### src/rtl/core/pq_parity_erasure_rebuild_unit_assert.svh
// Assertion macros shared by the P+Q rebuild block
`ifndef PQ_PARITY_ERASURE_REBUILD_UNIT_ASSERT_SVH
`define PQ_PARITY_ERASURE_REBUILD_UNIT_ASSERT_SVH

// property must hold at every clock edge outside reset
`define PQER_ASSERT(lbl, prop) \
  lbl: assert property (@(posedge clk_i) disable iff (!rst_ni) (prop)) \
    else $error("pqer assertion failed");

// expression must never be true outside reset
`define PQER_NEVER(lbl, expr) \
  lbl: assert property (@(posedge clk_i) disable iff (!rst_ni) !(expr)) \
    else $error("pqer forbidden condition seen");

`endif

### src/rtl/core/pqer_pkg.sv
// Types, constants and GF(256) helpers for the P+Q rebuild block
`default_nettype none

package pqer_pkg;

  localparam int ALL_UNITS = 8;
  localparam int UNIT_W    = 3;

  typedef logic [7:0] byte_t;
  typedef byte_t [ALL_UNITS-1:0] column_t;
  typedef logic [UNIT_W-1:0] unit_idx_t;

  typedef logic [1:0] status_t;
  localparam status_t ST_NONE = 2'd0;
  localparam status_t ST_ONE  = 2'd1;
  localparam status_t ST_TWO  = 2'd2;
  localparam status_t ST_MANY = 2'd3;

  localparam logic OP_ENCODE  = 1'b0;
  localparam logic OP_REBUILD = 1'b1;

  localparam byte_t GF_POLY_LO = 8'h1B;
  localparam byte_t GF_GEN     = 8'h03;

  typedef byte_t byte_tbl_t [256];
  typedef byte_t coef_tbl_t [ALL_UNITS];

  // payload that travels down the pipeline with each request
  typedef struct packed {
    status_t   status;
    unit_idx_t idx_a;
    unit_idx_t idx_b;
    column_t   data;
    byte_t     pp;
    byte_t     pout;
    byte_t     qout;
  } pqer_item_t;

  function automatic byte_t gf_mul(input byte_t x, input byte_t y);
    byte_t acc;
    byte_t xs;
    acc = '0;
    xs  = x;
    for (int k = 0; k < 8; k++) begin
      if (y[k]) begin
        acc = acc ^ xs;
      end
      xs = xs[7] ? ({xs[6:0], 1'b0} ^ GF_POLY_LO) : {xs[6:0], 1'b0};
    end
    return acc;
  endfunction

  // inverse via the power table of the generator: inv(g^i) = g^(255-i)
  function automatic byte_tbl_t gf_inv_build();
    byte_tbl_t tbl;
    byte_t     pw [255];
    pw[0] = 8'h01;
    for (int i = 1; i < 255; i++) begin
      pw[i] = gf_mul(pw[i-1], GF_GEN);
    end
    tbl[0] = 8'h00;
    for (int i = 0; i < 255; i++) begin
      tbl[pw[i]] = (i == 0) ? pw[0] : pw[255-i];
    end
    return tbl;
  endfunction

  function automatic coef_tbl_t coef_build();
    coef_tbl_t tbl;
    tbl[0] = 8'h01;
    for (int u = 1; u < ALL_UNITS; u++) begin
      tbl[u] = gf_mul(tbl[u-1], GF_GEN);
    end
    return tbl;
  endfunction

  localparam byte_tbl_t GF_INV = gf_inv_build();
  localparam coef_tbl_t COEF   = coef_build();

endpackage

`default_nettype wire

### src/rtl/core/pqer_syndrome.sv
// First stage: partial P and Q sums, erasure count and lost unit indices
`default_nettype none

module pqer_syndrome #(
  parameter int unsigned NUM_UNITS = 8
) (
  input  wire logic                clk_i,
  input  wire logic                rst_ni,
  input  wire logic                vld_i,
  input  wire logic                op_i,
  input  wire pqer_pkg::column_t   data_i,
  input  wire pqer_pkg::byte_t     pin_i,
  input  wire pqer_pkg::byte_t     qin_i,
  input  wire logic [7:0]          lost_mask_i,
  output logic                     vld_o,
  output pqer_pkg::pqer_item_t     item_o,
  output pqer_pkg::byte_t          qq_o,
  output pqer_pkg::byte_t          cb_o,
  output pqer_pkg::byte_t          cab_o
);
  import pqer_pkg::*;

  logic [ALL_UNITS-1:0] erased;
  logic [3:0]           cnt;
  unit_idx_t            idx_a, idx_b;
  byte_t                pp, qq;
  pqer_item_t           item_d;
  logic                 vld_q;
  pqer_item_t           item_q;
  byte_t                qq_q, cb_q, cab_q;

  always_comb begin
    erased = '0;
    pp     = (op_i == OP_REBUILD) ? pin_i : 8'h00;
    qq     = (op_i == OP_REBUILD) ? qin_i : 8'h00;
    cnt    = '0;
    idx_a  = '0;
    idx_b  = '0;
    for (int u = 0; u < ALL_UNITS; u++) begin
      if (u < NUM_UNITS) begin
        erased[u] = lost_mask_i[u] && (op_i == OP_REBUILD);
        if (erased[u]) begin
          if (cnt == 4'd0) begin
            idx_a = UNIT_W'(u);
          end else if (cnt == 4'd1) begin
            idx_b = UNIT_W'(u);
          end
          cnt = cnt + 4'd1;
        end else begin
          pp = pp ^ data_i[u];
          qq = qq ^ gf_mul(COEF[u], data_i[u]);
        end
      end
    end

    item_d.idx_a = idx_a;
    item_d.idx_b = idx_b;
    item_d.data  = data_i;
    item_d.pp    = pp;
    item_d.pout  = (op_i == OP_REBUILD) ? pin_i : pp;
    item_d.qout  = (op_i == OP_REBUILD) ? qin_i : qq;
    case (cnt)
      4'd0:    item_d.status = ST_NONE;
      4'd1:    item_d.status = ST_ONE;
      4'd2:    item_d.status = ST_TWO;
      default: item_d.status = ST_MANY;
    endcase
  end

  always_ff @(posedge clk_i or negedge rst_ni) begin
    if (!rst_ni) begin
      vld_q <= 1'b0;
    end else begin
      vld_q <= vld_i;
    end
  end

  always_ff @(posedge clk_i) begin
    if (vld_i) begin
      item_q <= item_d;
      qq_q   <= qq;
      cb_q   <= COEF[idx_b];
      cab_q  <= COEF[idx_a] ^ COEF[idx_b];
    end
  end

  assign vld_o  = vld_q;
  assign item_o = item_q;
  assign qq_o   = qq_q;
  assign cb_o   = cb_q;
  assign cab_o  = cab_q;

endmodule

`default_nettype wire

### src/rtl/core/pqer_solve.sv
// Two stages of the double erasure solve: numerator and inverse, then product
`default_nettype none

module pqer_solve (
  input  wire logic                clk_i,
  input  wire logic                rst_ni,
  input  wire logic                vld_i,
  input  wire pqer_pkg::pqer_item_t item_i,
  input  wire pqer_pkg::byte_t     qq_i,
  input  wire pqer_pkg::byte_t     cb_i,
  input  wire pqer_pkg::byte_t     cab_i,
  output logic                     vld_o,
  output pqer_pkg::pqer_item_t     item_o,
  output pqer_pkg::byte_t          ua_o
);
  import pqer_pkg::*;

  byte_t      num_d, inv_d, ua_d;
  logic       vld1_q, vld2_q;
  pqer_item_t item1_q, item2_q;
  byte_t      num_q, inv_q, ua_q;

  // stage one: Q syndrome with the second unit's share removed, inverse of ca ^ cb
  assign num_d = qq_i ^ gf_mul(cb_i, item_i.pp);
  assign inv_d = GF_INV[cab_i];
  // stage two: divide
  assign ua_d  = gf_mul(num_q, inv_q);

  always_ff @(posedge clk_i or negedge rst_ni) begin
    if (!rst_ni) begin
      vld1_q <= 1'b0;
      vld2_q <= 1'b0;
    end else begin
      vld1_q <= vld_i;
      vld2_q <= vld1_q;
    end
  end

  always_ff @(posedge clk_i) begin
    if (vld_i) begin
      item1_q <= item_i;
      num_q   <= num_d;
      inv_q   <= inv_d;
    end
    if (vld1_q) begin
      item2_q <= item1_q;
      ua_q    <= ua_d;
    end
  end

  assign vld_o  = vld2_q;
  assign item_o = item2_q;
  assign ua_o   = ua_q;

endmodule

`default_nettype wire

### src/rtl/core/pqer_merge.sv
// Output stage: drop rebuilt bytes into the column and register the result
`default_nettype none

module pqer_merge (
  input  wire logic                 clk_i,
  input  wire logic                 rst_ni,
  input  wire logic                 vld_i,
  input  wire pqer_pkg::pqer_item_t item_i,
  input  wire pqer_pkg::byte_t      ua_i,
  output logic                      done_o,
  output pqer_pkg::column_t         col_o,
  output pqer_pkg::byte_t           pout_o,
  output pqer_pkg::byte_t           qout_o,
  output pqer_pkg::status_t         status_o
);
  import pqer_pkg::*;

  column_t col_d;
  logic    done_q;
  column_t col_q;
  byte_t   pout_q, qout_q;
  status_t status_q;

  always_comb begin
    col_d = item_i.data;
    case (item_i.status)
      ST_ONE: begin
        col_d[item_i.idx_a] = item_i.pp;
      end
      ST_TWO: begin
        col_d[item_i.idx_a] = ua_i;
        col_d[item_i.idx_b] = item_i.pp ^ ua_i;
      end
      default: begin
        col_d = item_i.data;
      end
    endcase
  end

  always_ff @(posedge clk_i or negedge rst_ni) begin
    if (!rst_ni) begin
      done_q <= 1'b0;
    end else begin
      done_q <= vld_i;
    end
  end

  always_ff @(posedge clk_i) begin
    if (vld_i) begin
      col_q    <= col_d;
      pout_q   <= item_i.pout;
      qout_q   <= item_i.qout;
      status_q <= item_i.status;
    end
  end

  assign done_o   = done_q;
  assign col_o    = col_q;
  assign pout_o   = pout_q;
  assign qout_o   = qout_q;
  assign status_o = status_q;

endmodule

`default_nettype wire

### src/rtl/core/pq_parity_erasure_rebuild_unit.sv
// Top level of the P+Q parity encoder and erasure rebuild pipeline
//
// Usage:
//   Requests enter on start_i together with op_i, the eight column bytes
//   data_*_i and the stored parities parity_p_in_i / parity_q_in_i. A
//   request is taken at every clock edge with start_i high and busy_o low;
//   busy_o stays low, so one column can be sent every cycle.
//   op_i low encodes: P and Q are computed, data passes through. op_i high
//   rebuilds the units flagged in lost_mask from the stored P and Q.
//   lost_mask is written through lost_mask_we_i / lost_mask_wdata_i, by the
//   user only while no request is in flight (not enforced); it resets to zero.
//   Each result appears on out_*_o, parity_*_out_o and status_o for one
//   cycle with done_o high. Throughput is one column per cycle through the
//   stages syndrome, inverse lookup, GF divide and column merge.
//   The receiver cannot stall; results are delivered in request order.
//   Reset empties the pipeline; requests in flight are dropped.
`default_nettype none

module pq_parity_erasure_rebuild_unit #(
  parameter int unsigned NUM_UNITS = 8
) (
  input  wire logic       clk_i,
  input  wire logic       rst_ni,
  input  wire logic       start_i,
  output logic            busy_o,
  input  wire logic       lost_mask_we_i,
  input  wire logic [7:0] lost_mask_wdata_i,
  input  wire logic       op_i,
  input  wire logic [7:0] data_0_i,
  input  wire logic [7:0] data_1_i,
  input  wire logic [7:0] data_2_i,
  input  wire logic [7:0] data_3_i,
  input  wire logic [7:0] data_4_i,
  input  wire logic [7:0] data_5_i,
  input  wire logic [7:0] data_6_i,
  input  wire logic [7:0] data_7_i,
  input  wire logic [7:0] parity_p_in_i,
  input  wire logic [7:0] parity_q_in_i,
  output logic            done_o,
  output logic [7:0]      out_0_o,
  output logic [7:0]      out_1_o,
  output logic [7:0]      out_2_o,
  output logic [7:0]      out_3_o,
  output logic [7:0]      out_4_o,
  output logic [7:0]      out_5_o,
  output logic [7:0]      out_6_o,
  output logic [7:0]      out_7_o,
  output logic [7:0]      parity_p_out_o,
  output logic [7:0]      parity_q_out_o,
  output logic [1:0]      status_o
);
  import pqer_pkg::*;

  `include "pq_parity_erasure_rebuild_unit_assert.svh"

  logic [7:0] lost_mask_q;
  column_t    data_in;
  column_t    col_out;
  logic       syn_vld, slv_vld;
  pqer_item_t syn_item, slv_item;
  byte_t      syn_qq, syn_cb, syn_cab, slv_ua;

  always_ff @(posedge clk_i or negedge rst_ni) begin
    if (!rst_ni) begin
      lost_mask_q <= 8'h00;
    end else if (lost_mask_we_i) begin
      lost_mask_q <= lost_mask_wdata_i;
    end
  end

  assign busy_o = 1'b0;

  assign data_in = {data_7_i, data_6_i, data_5_i, data_4_i,
                    data_3_i, data_2_i, data_1_i, data_0_i};

  pqer_syndrome #(
    .NUM_UNITS(NUM_UNITS)
  ) u_syndrome (
    .clk_i       (clk_i),
    .rst_ni      (rst_ni),
    .vld_i       (start_i && !busy_o),
    .op_i        (op_i),
    .data_i      (data_in),
    .pin_i       (parity_p_in_i),
    .qin_i       (parity_q_in_i),
    .lost_mask_i (lost_mask_q),
    .vld_o       (syn_vld),
    .item_o      (syn_item),
    .qq_o        (syn_qq),
    .cb_o        (syn_cb),
    .cab_o       (syn_cab)
  );

  pqer_solve u_solve (
    .clk_i  (clk_i),
    .rst_ni (rst_ni),
    .vld_i  (syn_vld),
    .item_i (syn_item),
    .qq_i   (syn_qq),
    .cb_i   (syn_cb),
    .cab_i  (syn_cab),
    .vld_o  (slv_vld),
    .item_o (slv_item),
    .ua_o   (slv_ua)
  );

  pqer_merge u_merge (
    .clk_i    (clk_i),
    .rst_ni   (rst_ni),
    .vld_i    (slv_vld),
    .item_i   (slv_item),
    .ua_i     (slv_ua),
    .done_o   (done_o),
    .col_o    (col_out),
    .pout_o   (parity_p_out_o),
    .qout_o   (parity_q_out_o),
    .status_o (status_o)
  );

  assign out_0_o = col_out[0];
  assign out_1_o = col_out[1];
  assign out_2_o = col_out[2];
  assign out_3_o = col_out[3];
  assign out_4_o = col_out[4];
  assign out_5_o = col_out[5];
  assign out_6_o = col_out[6];
  assign out_7_o = col_out[7];

  `PQER_ASSERT(a_fixed_latency, start_i && !busy_o |-> ##4 done_o)
  `PQER_ASSERT(a_no_spurious_done, done_o |-> $past(start_i, 4))
  `PQER_ASSERT(a_two_needs_two, done_o && status_o == ST_TWO |-> $countones(lost_mask_q) >= 2)
  `PQER_NEVER(a_rebuild_without_loss, done_o && status_o != ST_NONE && lost_mask_q == 8'h00)

endmodule

`default_nettype wire
### config.mk
export PLATFORM = sky130hd
export DESIGN_NAME = pq_parity_erasure_rebuild_unit
export DESIGN_NICKNAME = d
export VERILOG_FILES = /design/src/rtl/core/pqer_pkg.sv /design/src/rtl/core/pqer_syndrome.sv /design/src/rtl/core/pqer_solve.sv /design/src/rtl/core/pqer_merge.sv /design/src/rtl/core/pq_parity_erasure_rebuild_unit.sv
export VERILOG_INCLUDE_DIRS = /design/src /design/src/rtl/core
export SDC_FILE = /design/constraint.sdc
export NUM_CORES = 1
export LEC_CHECK = 0
export ABC_AREA = 1
export BUFFER_PORTS_ARGS = -buffer_cell sky130_fd_sc_hd__buf_2
export CORE_AREA = 5 5 169 334
export DETAILED_ROUTE_END_ITERATION = 6
export DIE_AREA = 0 0 174 339
export PLACE_DENSITY = 0.68
export SLEW_MARGIN = 20
export SYNTH_ARGS = -nofsm -noshare
export SYNTH_HDL_FRONTEND = slang
export SYNTH_SLANG_ARGS = --single-unit
### constraint.sdc
create_clock -name clk_i -period 5.8 [get_ports clk_i]
set_input_delay 0.58 -clock clk_i [delete_from_list [all_inputs] [get_ports clk_i]]
set_output_delay 0.58 -clock clk_i [all_outputs]
set_load 0.01 [all_outputs]
**Yosys cells after proc, flatten, opt, wreduce, memory -nomap -nowiden**

Memories as Yosys holds them, arrays and structs flattened. A register that Yosys moved wholly into a read port is not among the register bits.
Index checks and enable logic that the tools add are counted.

- $add $sub $neg: 7
- Order comparisons: 6
- Eq/ne operators: 11
- Muxes and demuxes: 234
- Bitwise logic cells: 106
- Reductions and logical operators: 18

Operators by type and width:

| cell | count |
|---|---|
| 2-to-1 mux 8 bit | 128 |
| bitwise XOR 8 bit | 33 |
| bitwise mux 64 bit | 3 |
| NOT 4 bit | 32 |
| case mux 64 bit (2 select lines) | 1 |
| 2-to-1 mux 3 bit | 36 |
| 2-to-1 mux 5 bit | 21 |
| 2-to-1 mux 7 bit | 14 |
| 2-to-1 mux 6 bit | 10 |
| demux 8 bit (select 3 bit) | 2 |
| 2-to-1 mux 4 bit | 12 |
| NOT 5 bit | 7 |
| == test 4 x 1 -> 1 bit, second input constant | 8 |
| zero test 4 bit | 8 |
| adder 4 x 1 -> 4 bit, second input constant | 7 |
| NOT 2 bit | 14 |
| NOT 3 bit | 7 |
| NOT 7 bit | 2 |
| logical AND 1 bit | 10 |
| NOT 8 -> 9 bit | 1 |
| >= comparator 4 bit, second input constant | 2 |
| less-than comparator 3 x 4 -> 1 bit, second input constant | 2 |
| NOT 3 -> 4 bit | 2 |
| NOT 1 bit | 7 |
| other kinds (8) | 13 |

- Register bits after elaboration: 422
- ROM bits: 2176
- Output and inout bits: 84
- Word-level logic and storage cells: 448
- Memories: 3

Memory list:

| memory | depth | bits a word | rd ports | clocked after Yosys merged registers in | wr ports | line | source |
|---|---|---|---|---|---|---|---|
| (no name shown) | 256 | 8 | 1 | 1 | 0 | pqer_solve.sv:25 | `assign inv_d = GF_INV[cab_i];` |
| (no name shown) | 8 | 8 | 1 | 0 | 0 | pqer_syndrome.sv:82 | `cb_q <= COEF[idx_b];` |
| (no name shown) | 8 | 8 | 1 | 0 | 0 | pqer_syndrome.sv:83 | `cab_q <= COEF[idx_a] ^ COEF[idx_b];` |

**Logic depth before layout (Yosys ltp)**

Gate-level depths: netlist of run 1.

- Word-level depth: 40
- Depth in mapped cells: 30
- Depth with buffers taken out: 28

**Cells and area by module**

Synthesis of run 1 repeated with hierarchy kept, for this count alone.

- Cell total of the unflattened synthesis: 3477
- Area, all modules: 27323.7 µm²

Modules (own cells, without submodules):

| module | instances | cells each | area each (µm²) | sequential area each (µm²) |
|---|---|---|---|---|
| pqer_solve | 1 | 1428 | 12291.8 | 6536.3 |
| pqer_syndrome | 1 | 910 | 7877.6 | 3478.3 |
| pqer_merge | 1 | 1103 | 6837.8 | 2487.4 |
| pq_parity_erasure_rebuild_unit | 1 | 36 | 316.6 | 200.2 |

**Worst setup path before layout of run 1**

No wires, ideal clock.

- Kind: in2reg
- Start: in op_i
- End: reg u_syndrome.cab_q[2], in the netlist u_syndrome.cab_o[2] (data pin)
- Setup time: 0.252 ns
- Arrival time: 4.688 ns
- Slack: 0.860 ns
- Cell stages on the path: 29
- Cell sequence: buf_6 > buf_6 > nand2_2 > ha_1 > inv_1 > nand2_2 > nand2_2 > inv_1 > ha_1 > nand2_1 > nand2_1 > ha_1 > or2_1 > nand2_1 > inv_1 > ha_1 > inv_1 > o21ai_2 > ha_1 > inv_1 > o21ai_0 > inv_1 > ha_1 > nor3b_1 > nand3_4 > nand3b_1 > inv_1 > nand2_1 > nand2_1

- Elaborated cells between the ends (all ways): 79

RTL lines:

| element | line | source |
|---|---|---|
| start: declaration | pq_parity_erasure_rebuild_unit.sv:28 | `input wire logic op_i,` |
| branches (longest 22 deep; another with adder 4 x 1 -> 4 bit) | - |  |
| 2-to-1 mux 3 bit (*) | pqer_syndrome.sv:42 | `if (erased[u]) begin` |
| named net u_syndrome.idx_b[1] | pqer_syndrome.sv:25 | `unit_idx_t idx_a, idx_b;` |
| NOT 3 -> 4 bit (not written as such) (*) | pqer_syndrome.sv:83 |  |
| memory (8 x 8 bit) (*) | - |  |
| 2-to-1 mux 8 bit (*) (2 in series) | - |  |
| bitwise XOR 8 bit (*) | pqer_syndrome.sv:83 |  |
| end signal: assignment | pqer_syndrome.sv:83 |  |
| end: declaration | pqer_syndrome.sv:30 | `byte_t qq_q, cb_q, cab_q;` |

Mark *: on every way through the listed nets, which the timed path passes. The select of a mux whose other input is x is not followed.
A chain may end at the register's enable or synchronous reset.

**Final worst setup path of run 1**

- Start: reg lost_mask_q[1]
- End: reg u_syndrome.cab_q[5], in the netlist u_syndrome.cab_o[5] (data pin)

- Cells in the longest elaborated chain, start to end: 26
- Elaborated cells between the ends (all ways): 65

RTL lines:

| element | line | source |
|---|---|---|
| start: declaration | pq_parity_erasure_rebuild_unit.sv:56 | `logic [7:0] lost_mask_q;` |
| start signal: assignment | pq_parity_erasure_rebuild_unit.sv:67 | `lost_mask_q <= lost_mask_wdata_i;` |
| logical AND 1 bit (*) | pqer_syndrome.sv:41 | `erased[u] = lost_mask_i[u] && (op_i == OP_REBUILD);` |
| branches (longest 19 deep; another with adder 4 x 1 -> 4 bit) | - |  |
| 2-to-1 mux 3 bit (*) | pqer_syndrome.sv:42 |  |
| named net u_syndrome.idx_b[2] | pqer_syndrome.sv:25 |  |
| NOT 3 -> 4 bit (not written as such) (*) | pqer_syndrome.sv:83 |  |
| memory (8 x 8 bit) (*) | - |  |
| 2-to-1 mux 8 bit (*) (2 in series) | - |  |
| bitwise XOR 8 bit (*) | pqer_syndrome.sv:83 |  |

Marked as above.

==> results.json, run 1 <==
{
  "place_inst": 3229,
  "min_from": "lost_mask_wdata_i[2]",
  "wire_per_inst_um": 23.8,
  "post-cts-setup-buffers": 0,
  "p_total_w": 0.0117,
  "io_pins": 177,
  "cts_made_buffers": 38,
  "clkLatencyLatePin_ns": 0.56,
  "synthCells": 2457,
  "syn2layout_area_growth_pct": 11.8,
  "setup_tns_ns": 0,
  "min_path_cells": 3,
  "hold_slack_ns": 0.238,
  "postRouteWirelength_um": 78500,
  "syn-num-nets": 2590,
  "ys_types": 58,
  "arrival_ns": 5.38,
  "die_h_um": 339,
  "grt_max_degree": 65,
  "crit_required_ns": 6.11,
  "yosys_warnings": 0,
  "nNetsFinal": 2732,
  "track_usage": 0.260,
  "path_class": "reg -> reg",
  "reg2reg_slack_ns": 0.73,
  "grt_pass1_wl_um": 115000,
  "grt_pass1_vias": 18532,
  "drv_cap": 0,
  "hold_path_class": "in -> reg",
  "syn_avg_cell_area_um2": 9.72,
  "slew_violations": 0,
  "cts_tree": "done",
  "dr.first_iter.drc_count": 1937,
  "ys.flop_type": "edfxtp_1",
  "instances_no_fill": 3305,
  "synth_seq_cells": 425,
  "cp_max_fo": 9,
  "outcome": "completed",
  "finalSetupViolations": 0,
  "rr_startpoint": "lost_mask_q[1]",
  "vias": 18474,
  "skew_ns": 0.0129,
  "clk_pin_slew_ns": 0.07,
  "cts_max_path_buffers": 3,
  "synth_edf_count": 413,
  "synth_top_area_share": 0.519,
  "clock-sinks": 425,
  "ant_nets": 0,
  "port_buffers": 175,
  "hold_violations": 0,
  "drcViolationCount": 0,
  "cts_root_buf": "clkbuf_16",
  "grt_antenna_before_repair": 5,
  "fp.dieArea_um2": 59000,
  "max_freq_ghz": 0.197,
  "yosys.area.top_type": "edfxtp_1",
  "relSlewSlack": 0.276,
  "synth.cell_area_um2": 23900,
  "leakage_nw": 10.9,
  "ys_seq_area_frac": 0.532,
  "ys_top_cells_by_area": "edfxtp_1, nand2_1, xor2_1",
  "viasPerCell": 5.59,
  "dp_hpwl_um": 61400,
  "worstRegToRegCells": 26,
  "row_count": 120,
  "min_period_over_period": 0.873,
  "finalCriticalPeriod_ns": 5.07,
  "powerDensity_nw_per_um2": 438,
  "cp-start-kind": "flip-flop",
  "routabilityCongestion": 1.01,
  "endpoint_kind": "flip-flop",
  "async_reset_ff_frac": 0.0282,
  "worstMarginPinSlew_ns": 1.09,
  "htreeDepth": 2,
  "initial_utilization": 0.447,
  "ir_drop_mv": 0.233,
  "timing.rr.end": "u_syndrome.cab_o[5]",
  "rsz0062_at_grt": "no",
  "core_area_um2": 53500,
  "drive_gt1_frac": 0.155,
  "fillCellCount": 4914,
  "grt_overflow_total": 0,
  "min_to": "lost_mask_q[2]",
  "drt_first_pass_iters": 6,
  "die_x_um": 174
}
-- sequential cells by signal, summed over array words and instances (netlist names), 8 cells and up --
register	count
u_solve.item1_q	96
u_syndrome.qq_o	8
lost_mask_q	8
u_merge.col_o	64
u_syndrome.item_o	95
u_merge.qout_o	8
u_solve.item_o	96
u_solve.num_q	8
u_merge.pout_o	8
u_solve.ua_o	8
u_solve.inv_q	8
-- layout make-up --
| cell class | instances | area [µm²] | area share |
|---|---|---|---|
| Antenna cell | 7 | 17.5 | 0.000656 |
| Clock buffer | 41 | 983 | 0.0368 |
| Clock inverter | 27 | 287 | 0.0107 |
| Inverter | 190 | 719 | 0.0269 |
| Multi-Input combinational cell | 1741 | 10100 | 0.377 |
| Sequential cell | 425 | 12700 | 0.476 |
| Tap cell | 671 | 840 | 0.0314 |
| Timing Repair Buffer | 203 | 1090 | 0.0408 |
-- logic make-up (layout without fill, tap and decap cells) --
kind of cell	count (synthesis)	after routing	share of synthesized area
other	1	8	0.000157
adders and majority gates	40	40	0.0209
buffers and inverters	291	461	0.0476
AOI/OAI and AO/OA	357	357	0.0921
and+or+nand+nor	1010	1010	0.184
xor gates and xnor gates	326	326	0.120
muxes	7	7	0.00330
DFF	425	425	0.532
-- Yosys cell counts (7+ instances only) --
cell      count
edfxtp_1    413
dfrtp_1      12
o21ai_0     133
nand4_1       9
clkbuf_1     73
buf_2        14
nand3_1     130
ha_1         40
o22ai_1       7
a31oi_1      72
nor3_1        9
o211ai_1     71
nor3_2        7
nand2_2      20
nor2_1      185
xnor2_1     136
or2_2        75
buf_1        10
nand2_1     549
mux2_2        7
inv_2        11
xor2_1      189
nand3b_1      9
a21oi_1      33
inv_1       177
-- worst max-delay path: stages (launching register included) --
cell and delay, ns:
dfrtp_1 0.35, nand2_1 0.14, ha_1 0.38, nand3_2 0.14, nand2_2 0.14, inv_1 0.07
ha_1 0.27, nand2_1 0.09, nand2_1 0.10, ha_1 0.29, or2_1 0.24, nand2_1 0.14
inv_1 0.07, ha_1 0.30, inv_1 0.07, o21ai_2 0.10, ha_1 0.31, inv_1 0.03
o21ai_0 0.34, inv_1 0.14, ha_1 0.24, nor3b_1 0.34, nand3_4 0.19, nand3_1 0.17
nand2_1 0.07, nand2_1 0.05, nand2_1 0.04
-- where the power goes --
group	internal (W)	total (W)	switching, W	leakage, nW
clock	0.00147	0.00259	0.00113	0.617
combinational	0.00165	0.00452	0.00287	6.06
sequential	0.00406	0.00460	0.000533	4.20
total	0.00718	0.0117	0.00453	10.9
-- layout by cell type, fill, tap and decap left out, drive strengths merged, types with 77 or more instances in the layout --
cell	instances
buf	202
nand2	573
edfxtp	413
nor2	186
inv	192
nand3	135
o21ai	138
xor2	190
or2	77
xnor2	136
-- per-layer routing --
metal  track usage  wire length, µm  up-vias
met3        0.0328             4020      289
li1              -                -     8620
met1         0.264            26500     8770
met2         0.475            40600      793
met4         0.203             7430        2
met5             0                7        -
-- what timing repair did --
action | 4_1_cts | 5_1_grt
resized for setup | 0 | 0
hold endpoints to repair | 12 | 0
hold buffers | 1 | 0
-- per-stage QoR --
step                setup slack (ns)  utilization  cell area [µm²]
floorplan                      0.860            -            23900
global placement               0.325        0.475            25400
detailed placement             0.262        0.475            25400
CTS                            0.722        0.499            26700
global route                   0.365        0.499            26700
finish                         0.734        0.500            26700
-- worst max path at each step --
| stage | from | endpoint | slack (ns) | depth (start not counted) |
|---|---|---|---|---|
| after CTS | lost_mask_q[1] | u_syndrome.cab_o[2] | 0.72 | 26 |
| after global placement | op_i | u_syndrome.cab_o[5] | 0.32 | 27 |
| after global routing | lost_mask_q[1] | u_syndrome.cab_o[5] | 0.37 | 26 |
| final | lost_mask_q[1] | u_syndrome.cab_o[5] | 0.73 | 26 |
| after detailed placement | op_i | u_syndrome.cab_o[2] | 0.26 | 27 |
| after floorplan | op_i | u_syndrome.cab_o[2] | 0.86 | 29 |
No activity file was read; power rests on OpenSTA's default activity.
==> inputs of run 2 (changes only) <==
--- a/config.mk
+++ b/config.mk
@@ -8,9 +8,9 @@
 export LEC_CHECK = 0
 export ABC_AREA = 1
 export BUFFER_PORTS_ARGS = -buffer_cell sky130_fd_sc_hd__buf_2
-export CORE_AREA = 5 5 169 334
+export CORE_AREA = 5 5 181 313
 export DETAILED_ROUTE_END_ITERATION = 6
-export DIE_AREA = 0 0 174 339
+export DIE_AREA = 0 0 186 318
 export PLACE_DENSITY = 0.68
 export SLEW_MARGIN = 20
 export SYNTH_ARGS = -nofsm -noshare
==> constraint.sdc (replaced) <==
create_clock -name clk_i -period 5.67 [get_ports clk_i]
set_input_delay 0.567 -clock clk_i [delete_from_list [all_inputs] [get_ports clk_i]]
set_output_delay 0.567 -clock clk_i [all_outputs]
set_load 0.01 [all_outputs]
==> run 2 against run 1 <==
Against the previous run:
- the flow now finishes with violations (design-rule violations)
- non-clock buffer count is the same
- setup slack got worse by 0.061 ns
- global-route usage fell by 0.92 points
- power rose by 1.9%
- wire length fell by 3.5%
- clock-buffer cell count rose by 2
- worst hold slack worse by 0.0092 ns
- critical path depth rose by 3
- cell area rose by 0.14%
- register-to-register slack lost 0.06 ns
- combinational power increased by 2%
==> results.json, run 2 (same netlist as run 1, synthesis figures left out) <==
{
  "outcome": "finished with violations",
  "violations": "design-rule violations",
  "rsz0062_at_grt": "no",
  "max_freq_ghz": 0.200,
  "die_h_um": 318,
  "clk_pin_slew_ns": 0.06,
  "slew_violations": 0,
  "finalWorstSetupSlack_ns": 0.673,
  "core_area_um2": 54000,
  "final_common_cell": "nand2_1",
  "cts_tree": "done",
  "diodes": 0,
  "dr.first_iter.drc_count": 1805,
  "port_buffers": 175,
  "clock-sinks": 425,
  "vias": 18265,
  "crit_required_ns": 5.97,
  "cts_made_buffers": 40,
  "reg2reg_slack_ns": 0.67,
  "hold_path_class": "in -> reg",
  "nNetsFinal": 2734,
  "finalSetupViolations": 0,
  "drcViolationCount": 1,
  "syn2layout_area_growth_pct": 11.9,
  "critPathMaxStageDelay_ns": 0.38,
  "relSlewSlack": 0.351,
  "grt_overflow_total": 0,
  "io_pins": 177,
  "routabilityCongestion": 0.970,
  "timing.rr.end": "u_syndrome.cab_o[2]",
  "viasPerCell": 5.50,
  "cp-start-kind": "flip-flop",
  "skew_ns": 0.0199,
  "arrival_ns": 5.29,
  "path_class": "reg -> reg",
  "fillCellCount": 4994,
  "min_to": "lost_mask_q[2]",
  "critical-path-slowest-cell": "dfrtp_1",
  "place_inst": 3248,
  "dp_hpwl_um": 59500,
  "die_x_um": 186,
  "final_cell_mix": "nand2_1, edfxtp_1, xor2_1",
  "fp.dieArea_um2": 59100,
  "post-cts-setup-buffers": 0,
  "min_path_cells": 3,
  "initial_utilization": 0.442,
  "powerDensity_nw_per_um2": 446,
  "drt_first_pass_iters": 7,
  "hold_slack_ns": 0.229,
  "endpoint_kind": "flip-flop",
  "cts_root_buf": "clkbuf_16",
  "instances_no_fill": 3322,
  "rr_startpoint": "lost_mask_q[1]",
  "leakage_nw": 10.9,
  "grt_pass1_vias": 17995,
  "worstMarginPinSlew_ns": 0.962,
  "p_total_w": 0.0119,
  "grt_antenna_before_repair": 1,
  "clkLatencyLatePin_ns": 0.55,
  "track_usage": 0.251,
  "worstRegToRegCells": 29,
  "min_period_over_period": 0.881,
  "drive_gt1_frac": 0.157,
  "cts_max_path_buffers": 3,
  "setup_tns_ns": 0,
  "cp_max_fo": 11,
  "min_from": "lost_mask_wdata_i[2]",
  "postRouteWirelength_um": 75800,
  "place_ws_ns": 0.309,
  "grt_pass1_wl_um": 111000,
  "ir_drop_mv": 0.264,
  "row_count": 113,
  "ant_nets": 0,
  "grt_max_degree": 71,
  "finalCriticalPeriod_ns": 5.00,
  "htreeDepth": 2,
  "wire_per_inst_um": 22.8,
  "hold_violations": 0,
  "drv_cap": 0
}
-- run 2: changes by cell type in the layout (fill, tap and decap cells not counted) --
cell and delta:
clkinvlp_4 -2, clkinv_2 +1, clkbuf_16 +2, inv_6 +3, bufinv_16 -2, clkinv_4 +4
diode_2 -7, inv_8 -1
-- run 2: layout make-up --
type | instances | area, µm² | share of cell area
Tap cell | 690 | 863 | 0.0323
Timing Repair Buffer | 203 | 1090 | 0.0408
Inverter | 190 | 719 | 0.0269
Sequential cell | 425 | 12700 | 0.475
Clock buffer | 43 | 1030 | 0.0386
Multi-Input combinational cell | 1741 | 10100 | 0.376
Clock inverter | 30 | 267 | 0.00996
-- run 2: timing repair --
action / 4_1_cts / 5_1_grt
endpoints found under the hold margin: 12 / 0
hold buffers: 1 / 0
setup endpoints to repair: 0 / 0
gates resized for setup: 0 / 0
-- run 2: worst max-delay path by stage --
stage                        start             endpoint  slack (ns)  cells past startpoint
floorplan                     op_i  u_syndrome.cab_o[2]        0.74                     29
global placement              op_i  u_syndrome.cab_o[2]        0.38                     30
detailed placement            op_i  u_syndrome.cab_o[2]        0.31                     30
CTS                 lost_mask_q[1]  u_syndrome.cab_o[2]        0.64                     29
global route        lost_mask_q[1]  u_syndrome.cab_o[2]        0.30                     29
finish              lost_mask_q[1]  u_syndrome.cab_o[2]        0.67                     29
-- run 2: through the flow --
step           area [µm²]   util
3_3_place_gp        25400  0.471
3_5_place_dp        25400  0.471
2_1_floorplan       23900      -
5_1_grt             26700  0.495
6_report            26700  0.495
4_1_cts             26700  0.495
-- run 2: metal layers --
layer  up-vias  GRT usage  routed length [µm]
li1       8638          -                   -
met1      8658      0.269               26100
met2       727      0.457               39800
met3       242     0.0278                3760
met4         0      0.161                6040
met5         -          0                   0
-- run 2: worst max-delay path, delay by kind of cell, from the launching register on --
kind | cells | cell delay, ns
and+or+nand+nor | 12 | 1.61
adders and majority gates | 6 | 1.60
buffers and inverters | 9 | 0.73
AOI/OAI and AO/OA | 2 | 0.43
DFF | 1 | 0.38
-- run 2: report_power, final --
group / internal, W / total [W] / switching (W)
combinational: 0.00169 / 0.00459 / 0.00290
clock: 0.00148 / 0.00266 / 0.00118
sequential: 0.00416 / 0.00469 / 0.000530
total: 0.00732 / 0.0119 / 0.00461
